**config.mk**
```make
export PLATFORM = sky130hd
export DESIGN_NAME = cgm_ctrl
export DESIGN_NICKNAME = d
export VERILOG_FILES = /design/src/rtl/cgm_pkg.sv /design/src/rtl/cgm_ctrl.sv
export SDC_FILE = /design/constraint.sdc
export NUM_CORES = 1
export LEC_CHECK = 0
export BUFFER_PORTS_ARGS = -buffer_cell sky130_fd_sc_hd__buf_4
export CORE_AREA = 2 2 39 41
export DETAILED_ROUTE_END_ITERATION = 8
export DIE_AREA = 0 0 41 43
export PLACE_DENSITY = 0.51
export SLEW_MARGIN = 20
export SYNTH_ARGS = -nofsm -noshare
export SYNTH_HDL_FRONTEND = slang
export SYNTH_SLANG_ARGS = --single-unit
```
**constraint.sdc**
```tcl
create_clock -name clk -period 3.2 [get_ports clk]
set_input_delay 0.16 -clock clk [delete_from_list [all_inputs] [get_ports clk]]
set_output_delay 0.16 -clock clk [all_outputs]
set_load 0.01 [all_outputs]
```
**src/rtl/cgm_pkg.sv**
```systemverilog
// Shared types and constants for the confidence grid map unit.
// Used by cgm_div, cgm_datapath, cgm_ctrl and confidence_grid_map_unit; depends on nothing.
package cgm_pkg;

	// Fixed field widths.
	localparam int COORD_W  = 24;
	localparam int CS_W     = 16;
	localparam int DIM_W    = 7;
	localparam int DEPTH_W  = 16;
	localparam int CONF_W   = 16;
	localparam int ACT_W    = 2;
	localparam int CFG_IDX_W = 3;

	// Divider: the dividend magnitude is one bit wider than a coordinate,
	// the signed quotient one bit wider again.
	localparam int DIVD_W     = COORD_W + 1;
	localparam int QUO_W      = DIVD_W + 1;
	localparam int DIV_STEPS  = DIVD_W;
	localparam int DIV_CNT_W  = 5;

	// Action codes.
	localparam logic [ACT_W-1:0] ACT_QUERY = 2'd0;
	localparam logic [ACT_W-1:0] ACT_DEPTH = 2'd1;
	localparam logic [ACT_W-1:0] ACT_OBST  = 2'd2;

	// Configuration register indexes.
	localparam logic [CFG_IDX_W-1:0] REG_ORIGIN_X = 3'd0;
	localparam logic [CFG_IDX_W-1:0] REG_ORIGIN_Y = 3'd1;
	localparam logic [CFG_IDX_W-1:0] REG_CELL_SIZE = 3'd2;
	localparam logic [CFG_IDX_W-1:0] REG_WIDTH = 3'd3;
	localparam logic [CFG_IDX_W-1:0] REG_HEIGHT = 3'd4;

	// Configuration reset values.
	localparam logic [CS_W-1:0]  CELL_SIZE_RST = 16'd256;
	localparam logic [DIM_W-1:0] WIDTH_RST     = 7'd64;
	localparam logic [DIM_W-1:0] HEIGHT_RST    = 7'd64;

	// One map cell as held in the cell memory.
	typedef struct packed {
		logic [DEPTH_W-1:0] depth;
		logic [CONF_W-1:0]  depth_conf;
		logic               obst;
		logic [CONF_W-1:0]  obst_conf;
	} cell_ent_t;

	// Commands from the controller to the datapath.
	typedef struct packed {
		logic clr_wr;
		logic cap_in;
		logic div_start;
		logic div_sel_y;
		logic cap_col;
		logic cap_row;
		logic mul_en;
		logic idx_en;
		logic rd_en;
		logic upd_en;
	} cgm_cmd_t;

	// Status from the datapath to the controller.
	typedef struct packed {
		logic clr_last;
		logic div_done;
		logic out_busy;
	} cgm_stat_t;

endpackage

```
**src/rtl/cgm_ctrl.sv**
```systemverilog
// Controller state machine of the grid map: sequences clearing, the two
// divisions, multiply, index, read and update. Depends on cgm_pkg.
module cgm_ctrl (
	input  logic                clk,
	input  logic                arst_n,
	input  logic                in_valid,
	output logic                in_ready,
	input  cgm_pkg::cgm_stat_t  stat,
	output cgm_pkg::cgm_cmd_t   cmd
);
	import cgm_pkg::*;

	typedef enum logic [3:0] {
		ST_CLEAR,
		ST_IDLE,
		ST_DIVX_GO,
		ST_DIVX,
		ST_DIVY_GO,
		ST_DIVY,
		ST_MUL,
		ST_INDEX,
		ST_READ,
		ST_UPDATE
	} state_t;

	state_t state_q;

	always_ff @(posedge clk or negedge arst_n) begin
		if (!arst_n) begin
			state_q <= ST_CLEAR;
		end else begin
			case (state_q)
				ST_CLEAR:   if (stat.clr_last) state_q <= ST_IDLE;
				ST_IDLE:    if (in_valid) state_q <= ST_DIVX_GO;
				ST_DIVX_GO: state_q <= ST_DIVX;
				ST_DIVX:    if (stat.div_done) state_q <= ST_DIVY_GO;
				ST_DIVY_GO: state_q <= ST_DIVY;
				ST_DIVY:    if (stat.div_done) state_q <= ST_MUL;
				ST_MUL:     state_q <= ST_INDEX;
				ST_INDEX:   state_q <= ST_READ;
				ST_READ:    state_q <= ST_UPDATE;
				ST_UPDATE:  if (!stat.out_busy) state_q <= ST_IDLE;
				default:    state_q <= ST_CLEAR;
			endcase
		end
	end

	always_comb begin
		cmd = '0;
		case (state_q)
			ST_CLEAR:   cmd.clr_wr = 1'b1;
			ST_IDLE:    cmd.cap_in = in_valid;
			ST_DIVX_GO: cmd.div_start = 1'b1;
			ST_DIVX:    cmd.cap_col = stat.div_done;
			ST_DIVY_GO: begin
				cmd.div_start = 1'b1;
				cmd.div_sel_y = 1'b1;
			end
			ST_DIVY:    cmd.cap_row = stat.div_done;
			ST_MUL:     cmd.mul_en = 1'b1;
			ST_INDEX:   cmd.idx_en = 1'b1;
			ST_READ:    cmd.rd_en = 1'b1;
			ST_UPDATE:  cmd.upd_en = !stat.out_busy;
			default:    cmd = '0;
		endcase
	end

	assign in_ready = state_q == ST_IDLE;

endmodule

```
==> results_dict.tcl, run 1 <==
set metrics [dict create \
    synth_area_leaders "dfrtp_1 (30%), nor3_1 (7.6%), buf_2 (4.6%)" \
    ant_nets 0 \
    gp_congestion 0.716 \
    clock-sinks 4 \
    drc 0 \
    hold_viol 0 \
    holdBufCountCts 1 \
    ys_ff_latch 4 \
    setup_viol 0 \
    core_um2 1380 \
    syn_inst 41 \
    rows 14 \
    synthToLayoutAreaGrowth_pct 44.5 \
    critPathArrivalTime_ns 1.49 \
    yosys-top-cells-count "nor3_1 (5), dfrtp_1 (4), nand2_1 (4), buf_2 (3), nor2_1 (3)" \
    busiest_layer "met1" \
    grt-ovfl-total 0 \
    yosys_warnings 0 \
    cts_setup_buffers 0 \
    grt_pass1_vias 297 \
    largest_register_ffs 4 \
    finalSetupTns_ns 0 \
    crit_fanout 15 \
    rsz0062_at_grt "no" \
    maxSlewViolCount 0 \
    endpoint_kind "output port" \
    leakage_nw 0.206 \
    min_path_type "primary input to async pin" \
    synthesis.nets 47 \
    peakVddDrop_mv 0.389 \
    grt_max_degree 16 \
    top_register "state_q" \
    drt_iter0_drc 5 \
    largest_registers "state_q: 4 flops" \
    antenna_cells 0 \
    final_cells 73 \
    yosysMostFrequentCell "nor3_1" \
    grt_use_met2_pct 12.8 \
    cts_buffers 3 \
    grt_pass1_wl_um 1260 \
    worstSkewPairLatency_ns 0.23 \
    fmax_mhz 606 \
    synth_edf_count 0 \
    die_width_um 41 \
    synth.distinct_cells 24 \
    period_share_pct 51.5 \
    synth_ff_type "dfrtp_1" \
    gr-usage-met3_pct 4.71 \
    pin_count 17 \
    cts_root_buf "clkbuf_4" \
    initial_core_util_pct 23.8 \
    port_buffers 16 \
    die_area_um2 1760 \
    syn_area_um2 329 \
    drt-pass1-iter-count 4 \
    wl_per_cell_um 11.0 \
    clock_path_buffers 2 \
    synth_top_area_share_pct 30.4 \
    drive_above_1_share_pct 35.1 \
    chipHeight_um 43 \
    maxCapViolCount 0 \
    nNetsFinal 65 \
    outcome "complete, no violations" \
    post-dp-hpwl_um 582 \
    dp.cells 69 \
    min_period_ns 1.65 \
    via_per_inst 4.85 \
    crit_required_ns 3.04 \
    grtUsageTotal_pct 10.8 \
    cts-resized-gates 0 \
    worstSetupPathType "flop to output port" \
    antenna_found_initial 0 \
    vias 354 \
    cts_tree "built" \
    synth_top_area_cell "dfrtp_1" \
    clkTransAtPathRegs_ns 0.04 \
    worst_pin_slew_ns 0.415 \
    skew_ns 0.00184 \
    wl_um 804 \
    grtUsageMet1_pct 15.5 \
    cp-start-kind "flop" \
    max_slew_margin_pct 72.4 \
    async_reset_ff_share_pct 100 \
    cts_max_level 1 \
    ys_seq_area_share_pct 30.4 \
    avgSynthCellArea_um2 8.03 \
    power_density_nw_per_um2 883 \
]
-- final cells by class --
cell class	count	area, µm²
well taps	16	20.0
inverters	1	3.75
multi-input cells	32	199
flip-flops and latches	4	100
clock buffers	3	22.5
fillers	157	908
repair buffers	17	130
-- power by group --
group / switching [W] / total [W] / internal (W)
registers: 0.0000697 / 0.000142 / 0.0000721
clock network: 0.0000186 / 0.0000604 / 0.0000418
logic: 0.0000953 / 0.000218 / 0.000122
total: 0.000184 / 0.000420 / 0.000236
-- worst max-delay path: stages (launching register included) --
cell and delay [ns]:
dfrtp_1 0.58, nand2_1 0.18, nor4b_1 0.32, buf_4 0.17
-- layer usage --
layer  wire length [µm]  up-vias  part of all wire (%)
met5                  0        -                     0
met4                  0        0                     0
met3                 46        0                   5.7
met2                362       10                    45
met1                395      161                    49
li1                   -      183                     -
-- logic make-up after synthesis --
logic type	synth area share (%)
and+or+nand+nor	39.2
AOI/OAI and AO/OA	15.2
buffers and inverters	9.12
DFF	30.4
xor gates and xnor gates	2.66
muxes	3.42
-- stage by stage --
stage	utilization (%)	hold WS (ns)	setup WS [ns]	total power [W]	cell area, µm²
after floorplan	-	-0.136	1.93	0.000286	329
after global placement	32.0	-0.0402	1.80	0.000363	443
after detailed placement	32.0	-0.0407	1.79	0.000360	443
after CTS	34.4	0.251	1.55	0.000425	475
after global routing	34.4	0.263	1.34	0.000464	475
final	34.4	0.255	1.55	0.000420	475
-- path summary, 6_finish.rpt --
kind                                              from                endpoint  slack [ns]  cells after the start
max in group asynchronous                       arst_n  state_q[1]$_DFFE_PN0P_        2.83                      2
worst min register to register  state_q[3]$_DFFE_PN0P_  state_q[1]$_DFFE_PN0P_        0.64                      1
worst max-delay path            state_q[1]$_DFFE_PN0P_                  cmd[5]        1.55                      3
worst max register to register  state_q[2]$_DFFE_PN0P_  state_q[0]$_DFFE_PN0P_        1.81                      3
worst min-delay path                            arst_n  state_q[3]$_DFFE_PN0P_        0.26                      2
min in group clk                               stat[2]  state_q[0]$_DFFE_PN0P_        0.26                      3
-- cell usage in the layout, fill, tap and decap left out --
master / count
a21oi_1: 1
a22oi_1: 1
and2_1: 1
buf_4: 16
clkbuf_4: 3
dfrtp_1: 4
dlygate4sd3_1: 1
inv_1: 1
mux2_2: 1
nand2_1: 4
nand2b_1: 2
nand4b_1: 1
nor2_1: 3
nor2b_1: 2
nor3_1: 5
nor3b_1: 1
nor4_1: 1
nor4b_1: 1
o2111ai_1: 1
o21ai_0: 2
o311a_1: 1
o32ai_1: 1
or3_1: 1
or3b_1: 1
xnor2_1: 1
No activity file was read; power rests on OpenSTA's default activity.
==> inputs of run 2 (changes only) <==
- PLACE_DENSITY: 0.51 -> 0.53
- clock period: 3.2 -> 1.4 ns (I/O delays scaled with it)
==> run 2 against run 1 <==
  * Sequential share of layout area fell by 4.1 points
  * Register-to-register slack got worse by 1.7 ns
  * Sequential power rose by 72%
  * Clock-buffer cell count did not move
  * Clock skew rose by 0.0065 ns
  * Setup slack got worse by 1.5 ns
  * Largest cell class unchanged
  * Highest routed layer is now met4
==> results_dict.tcl, run 2 (synthesis results as in run 1) <==
set metrics [dict create \
    clock-sinks 4 \
    cts_tree "built" \
    mostFrequentLayoutCells "buf_4 (24), nor3_2 (4), nand2_1 (3), nor2_1 (3), clkbuf_4 (3)" \
    switching_share_pct 42.0 \
    drt_iter0_drc 2 \
    holdWs_ns 0.126 \
    rr_worst_depth 3 \
    cts_max_level 1 \
    die_area_um2 1760 \
    multi_input_area_um2 256 \
    largest_register_ffs 4 \
    fmax_mhz 739 \
    via_per_inst 4.95 \
    wl_per_cell_um 11.6 \
    drive_above_1_share_pct 63.6 \
    worstReg2RegEnd "state_q[0]$_DFFE_PN0P_" \
    min_period_ns 1.35 \
    core_um2 1380 \
    initial_core_util_pct 23.8 \
    rows 14 \
    skew_ns 0.00833 \
    setup_viol 0 \
    hold_viol 0 \
    grt-ovfl-total 0 \
    vias 406 \
    worstSetupPathType "flop to output port" \
    chipHeight_um 43 \
    pin_count 17 \
    p_seq_share_pct 19.1 \
    cp-start-kind "flop" \
    drc 0 \
    clockPowerShare_pct 12.1 \
    max_slew_margin_pct 80.6 \
    r2r_slack_ns 0.10 \
    finalPower_w 0.00128 \
    grt_pass1_vias 320 \
    endpoint_kind "output port" \
    critPathArrivalTime_ns 1.28 \
    antenna_found_initial 0 \
    outcome "complete, no violations" \
    ff_latch_area_um2 103 \
    gp_congestion 0.765 \
    hold_depth 3 \
    cts_buffers 3 \
    utilization_pct 43.9 \
    synthToLayoutAreaGrowth_pct 84.4 \
    crit_required_ns 1.33 \
    peakVddDrop_mv 0.591 \
    period_share_pct 96.6 \
    port_buffers 16 \
    min_path_type "primary input to flop" \
    post-dp-hpwl_um 684 \
    worstSkewPairLatency_ns 0.25 \
    final_cells 82 \
    clock_path_buffers 2 \
    min_from "stat[1]" \
    holdPathEnd "state_q[2]$_DFFE_PN0P_" \
    largest_registers "state_q: 4 flops" \
    nNetsFinal 74 \
    n_fill_cell 129 \
    r2r_start "state_q[3]$_DFFE_PN0P_" \
    maxCapViolCount 0 \
    comb_power_share_pct 68.8 \
    power_density_nw_per_um2 2100 \
    p_sw_w 0.000537 \
    grt_max_degree 11 \
    clkTransAtPathRegs_ns 0.04 \
    dp.cells 75 \
    worst_pin_slew_ns 0.290 \
    die_width_um 41 \
    layout_commonest_cell "buf_4" \
    ant_nets 0 \
    cts_root_buf "clkbuf_4" \
    leakage_nw 0.267 \
    crit_fanout 8 \
    maxSlewViolCount 0 \
    antenna_cells 0 \
    wl_um 948 \
    grtUsageTotal_pct 11.9 \
    top_register "state_q" \
    p_int_w 0.000740 \
    drt-pass1-iter-count 4 \
    grt_pass1_wl_um 1370 \
]
-- run 2: area by class of cell --
type,count,area share (%)
clock buffers,3,3.71
repair buffers,26,33.2
flip-flops and latches,4,16.9
inverters,1,0.619
multi-input cells,32,42.3
well taps,16,3.30
-- run 2: per-stage QoR --
step | setup WS, ns | cell area [µm²] | TNS (ns)
after detailed placement | 0.203 | 488 | 0
after global routing | -0.00361 | 607 | -0.00361
after floorplan | 0.193 | 329 | 0
final | 0.0476 | 607 | 0
after global placement | 0.213 | 488 | 0
after CTS | -0.0135 | 528 | -0.0135
-- run 2: how the worst max path moves through the flow --
| stage | startpoint | end | slack (ns) | cells past startpoint |
|---|---|---|---|---|
| after floorplan | state_q[3]$_DFFE_PN0P_ | state_q[0]$_DFFE_PN0P_ | 0.19 | 3 |
| after global placement | state_q[2]$_DFFE_PN0P_ | state_q[3]$_DFFE_PN0P_ | 0.21 | 3 |
| after detailed placement | state_q[0]$_DFFE_PN0P_ | state_q[0]$_DFFE_PN0P_ | 0.20 | 2 |
| after CTS | state_q[2]$_DFFE_PN0P_ | cmd[0] | -0.01 | 4 |
| after global routing | state_q[0]$_DFFE_PN0P_ | cmd[4] | -0.004 | 5 |
| final | state_q[1]$_DFFE_PN0P_ | cmd[9] | 0.05 | 3 |
-- run 2: what timing repair did --
| item | 4_1_cts | 5_1_grt |
|---|---|---|
| cloned | 0 | 0 |
| hold endpoints to repair | 4 | 0 |
| setup buffers | 0 | 3 |
| hold buffers | 1 | 0 |
| endpoints found under the setup margin | 4 | 8 |
| pin swaps | 0 | 0 |
| gates resized for setup | 2 | 12 |
-- run 2: critical path: stages (launching register included) --
cell and delay (ns):
dfrtp_2 0.44, buf_4 0.17, nor4_2 0.27, buf_4 0.16
-- run 2: power by group through the flow --
stage / Combinational (W) / Clock, W / Sequential, W
2_1_floorplan: 0.000454 / 0 / 0.000200
3_3_place_gp: 0.000711 / 0 / 0.000237
3_5_place_dp: 0.000702 / 0 / 0.000239
4_1_cts: 0.000713 / 0.000159 / 0.000240
5_1_grt: 0.000949 / 0.000164 / 0.000250
6_report: 0.000879 / 0.000155 / 0.000244
-- run 2: metal layers --
| layer | track usage, % | wire (µm) |
|---|---|---|
| met5 | 0 | 0 |
| met4 | 8.00 | 19 |
| met3 | 3.14 | 34 |
| met2 | 16.6 | 487 |
| met1 | 15.2 | 406 |
==> inputs of run 3 (changes only) <==
- SETUP_SLACK_MARGIN: unset -> 0.2
- SLEW_MARGIN: 20 -> 15
==> run 3 against run 2 <==
  * Global-route usage grew 4.0 points
  * Register-to-register slack better by 0.03 ns
  * Clock power down 6%
  * Fmax is 3.4% higher
  * Routed wire length grew 21%
  * Sequential power up 11%
  * Combinational power increased by 29%
  * Clock-buffer cell count is the same
  * Largest cell class unchanged
==> results_dict.tcl, run 3 (synthesis results as in run 1) <==
set metrics [dict create \
    multi_input_area_um2 282 \
    hold_depth 3 \
    critPathSlowestCell "dfrtp_2" \
    wl_um 1140 \
    cp-start-kind "flop" \
    drt-pass1-iter-count 2 \
    cts_max_level 1 \
    max_slew_margin_pct 81.6 \
    fmax_mhz 765 \
    pin_count 17 \
    min_period_ns 1.31 \
    maxSlewViolCount 0 \
    top_register "state_q" \
    clkTransAtPathRegs_ns 0.04 \
    setup_viol 0 \
    layout_commonest_cell "buf_4" \
    hold_viol 0 \
    min_path_type "primary input to flop" \
    skew_ns 0.00110 \
    crit_fanout 6 \
    chipHeight_um 43 \
    n_fill_cell 122 \
    initial_core_util_pct 23.8 \
    cts_buffers 3 \
    clock-sinks 4 \
    drc 0 \
    post-dp-hpwl_um 683 \
    via_per_inst 4.74 \
    min_from "stat[1]" \
    worst_pin_slew_ns 0.275 \
    drt_iter0_drc 3 \
    gp_congestion 0.794 \
    worstSkewPairLatency_ns 0.24 \
    endpoint_kind "output port" \
    core_um2 1380 \
    period_share_pct 93.4 \
    die_width_um 41 \
    peakVddDrop_mv 0.945 \
    nNetsFinal 81 \
    final_cells 89 \
    crit_chain "buf_6 -> nor2b_2 -> nand2_1 -> nor2_1 -> buf_4" \
    antenna_cells 0 \
    dp.cells 76 \
    grtUsageTotal_pct 15.9 \
    vias 422 \
    largest_register_ffs 4 \
    cp_slowest_stage_delay_ns 0.43 \
    rr_worst_depth 4 \
    mostFrequentLayoutCells "buf_4 (26), buf_6 (6)" \
    finalSetupTns_ns 0 \
    wl_per_cell_um 12.9 \
    crit_required_ns 1.33 \
    clock_path_buffers 2 \
    rsz0062_at_grt "yes" \
    largest_registers "state_q: 4 flops" \
    die_area_um2 1760 \
    cts_tree "built" \
    grt_max_degree 8 \
    grt-ovfl-total 0 \
    port_buffers 16 \
    antenna_found_initial 0 \
    cts_root_buf "clkbuf_4" \
    synthToLayoutAreaGrowth_pct 114 \
    outcome "complete, no violations" \
    leakage_nw 0.314 \
    r2r_slack_ns 0.13 \
    holdPathEnd "state_q[2]$_DFFE_PN0P_" \
    r2r_start "state_q[1]$_DFFE_PN0P_" \
    drive_above_1_share_pct 71.2 \
    maxCapViolCount 0 \
    power_density_nw_per_um2 2200 \
    worstReg2RegEnd "state_q[0]$_DFFE_PN0P_" \
    ff_latch_area_um2 104 \
    grt_pass1_vias 407 \
    critPathArrivalTime_ns 1.24 \
    grt_pass1_wl_um 1810 \
    rows 14 \
    ant_nets 0 \
    worstSetupPathType "flop to output port" \
]
run 3: timing repair:
action / 4_1_cts / 5_1_grt
endpoints found under the hold margin: 4 / 0
hold buffers: 1 / 0
pin swaps: 4 / 2
setup endpoints to repair: 12 / 13
gates resized for setup: 23 / 3
setup buffers: 8 / 1
run 3: where the power goes:
group,internal (W),switching (W),leakage (nW)
Clock,0.0000961,0.0000503,0.0138
Sequential,0.000174,0.0000970,0.0466
Combinational,0.000656,0.000477,0.253
run 3: layout make-up:
| cell class | count | area share [%] |
|---|---|---|
| multi-input combinational | 32 | 40.0 |
| timing repair buffer | 33 | 38.7 |
| sequential | 4 | 14.7 |
| clock buffer | 3 | 3.20 |
| tap | 16 | 2.84 |
| inverter | 1 | 0.533 |
run 3: routing by layer:
metal	share of wire (%)	up-vias	global-route usage (%)
met5	0	-	0
met4	0	0	7.33
met3	4.8	0	8.90
met2	53	13	22.5
met1	42	195	18.8
li1	-	214	-
run 3: per-stage QoR:
stage	cell area, µm²	hold slack, ns	worst slack [ns]	util (%)	total power, W
5_1_grt	704	0.132	0.0238	50.9	0.00167
2_1_floorplan	329	-0.226	0.193	-	0.000654
3_5_place_dp	495	-0.131	0.143	35.8	0.000950
4_1_cts	684	0.131	0.0876	49.5	0.00148
3_3_place_gp	495	-0.130	0.170	35.8	0.000952
6_report	704	0.138	0.0925	50.9	0.00155
run 3: how the worst max path moves through the flow:
stage | start | end | depth (start not counted)
finish | state_q[0]$_DFFE_PN0P_ | cmd[4] | 5
global route | state_q[3]$_DFFE_PN0P_ | cmd[9] | 3
CTS | state_q[3]$_DFFE_PN0P_ | cmd[8] | 4
detailed placement | state_q[0]$_DFFE_PN0P_ | state_q[0]$_DFFE_PN0P_ | 2
global placement | state_q[0]$_DFFE_PN0P_ | state_q[0]$_DFFE_PN0P_ | 2
floorplan | state_q[3]$_DFFE_PN0P_ | state_q[0]$_DFFE_PN0P_ | 3
run 3: worst max-delay path: cells and delay by family, from the launching register on:
family | cells | cell delay, ns
buf+inv | 2 | 0.26
flops | 1 | 0.43
simple gates | 3 | 0.31
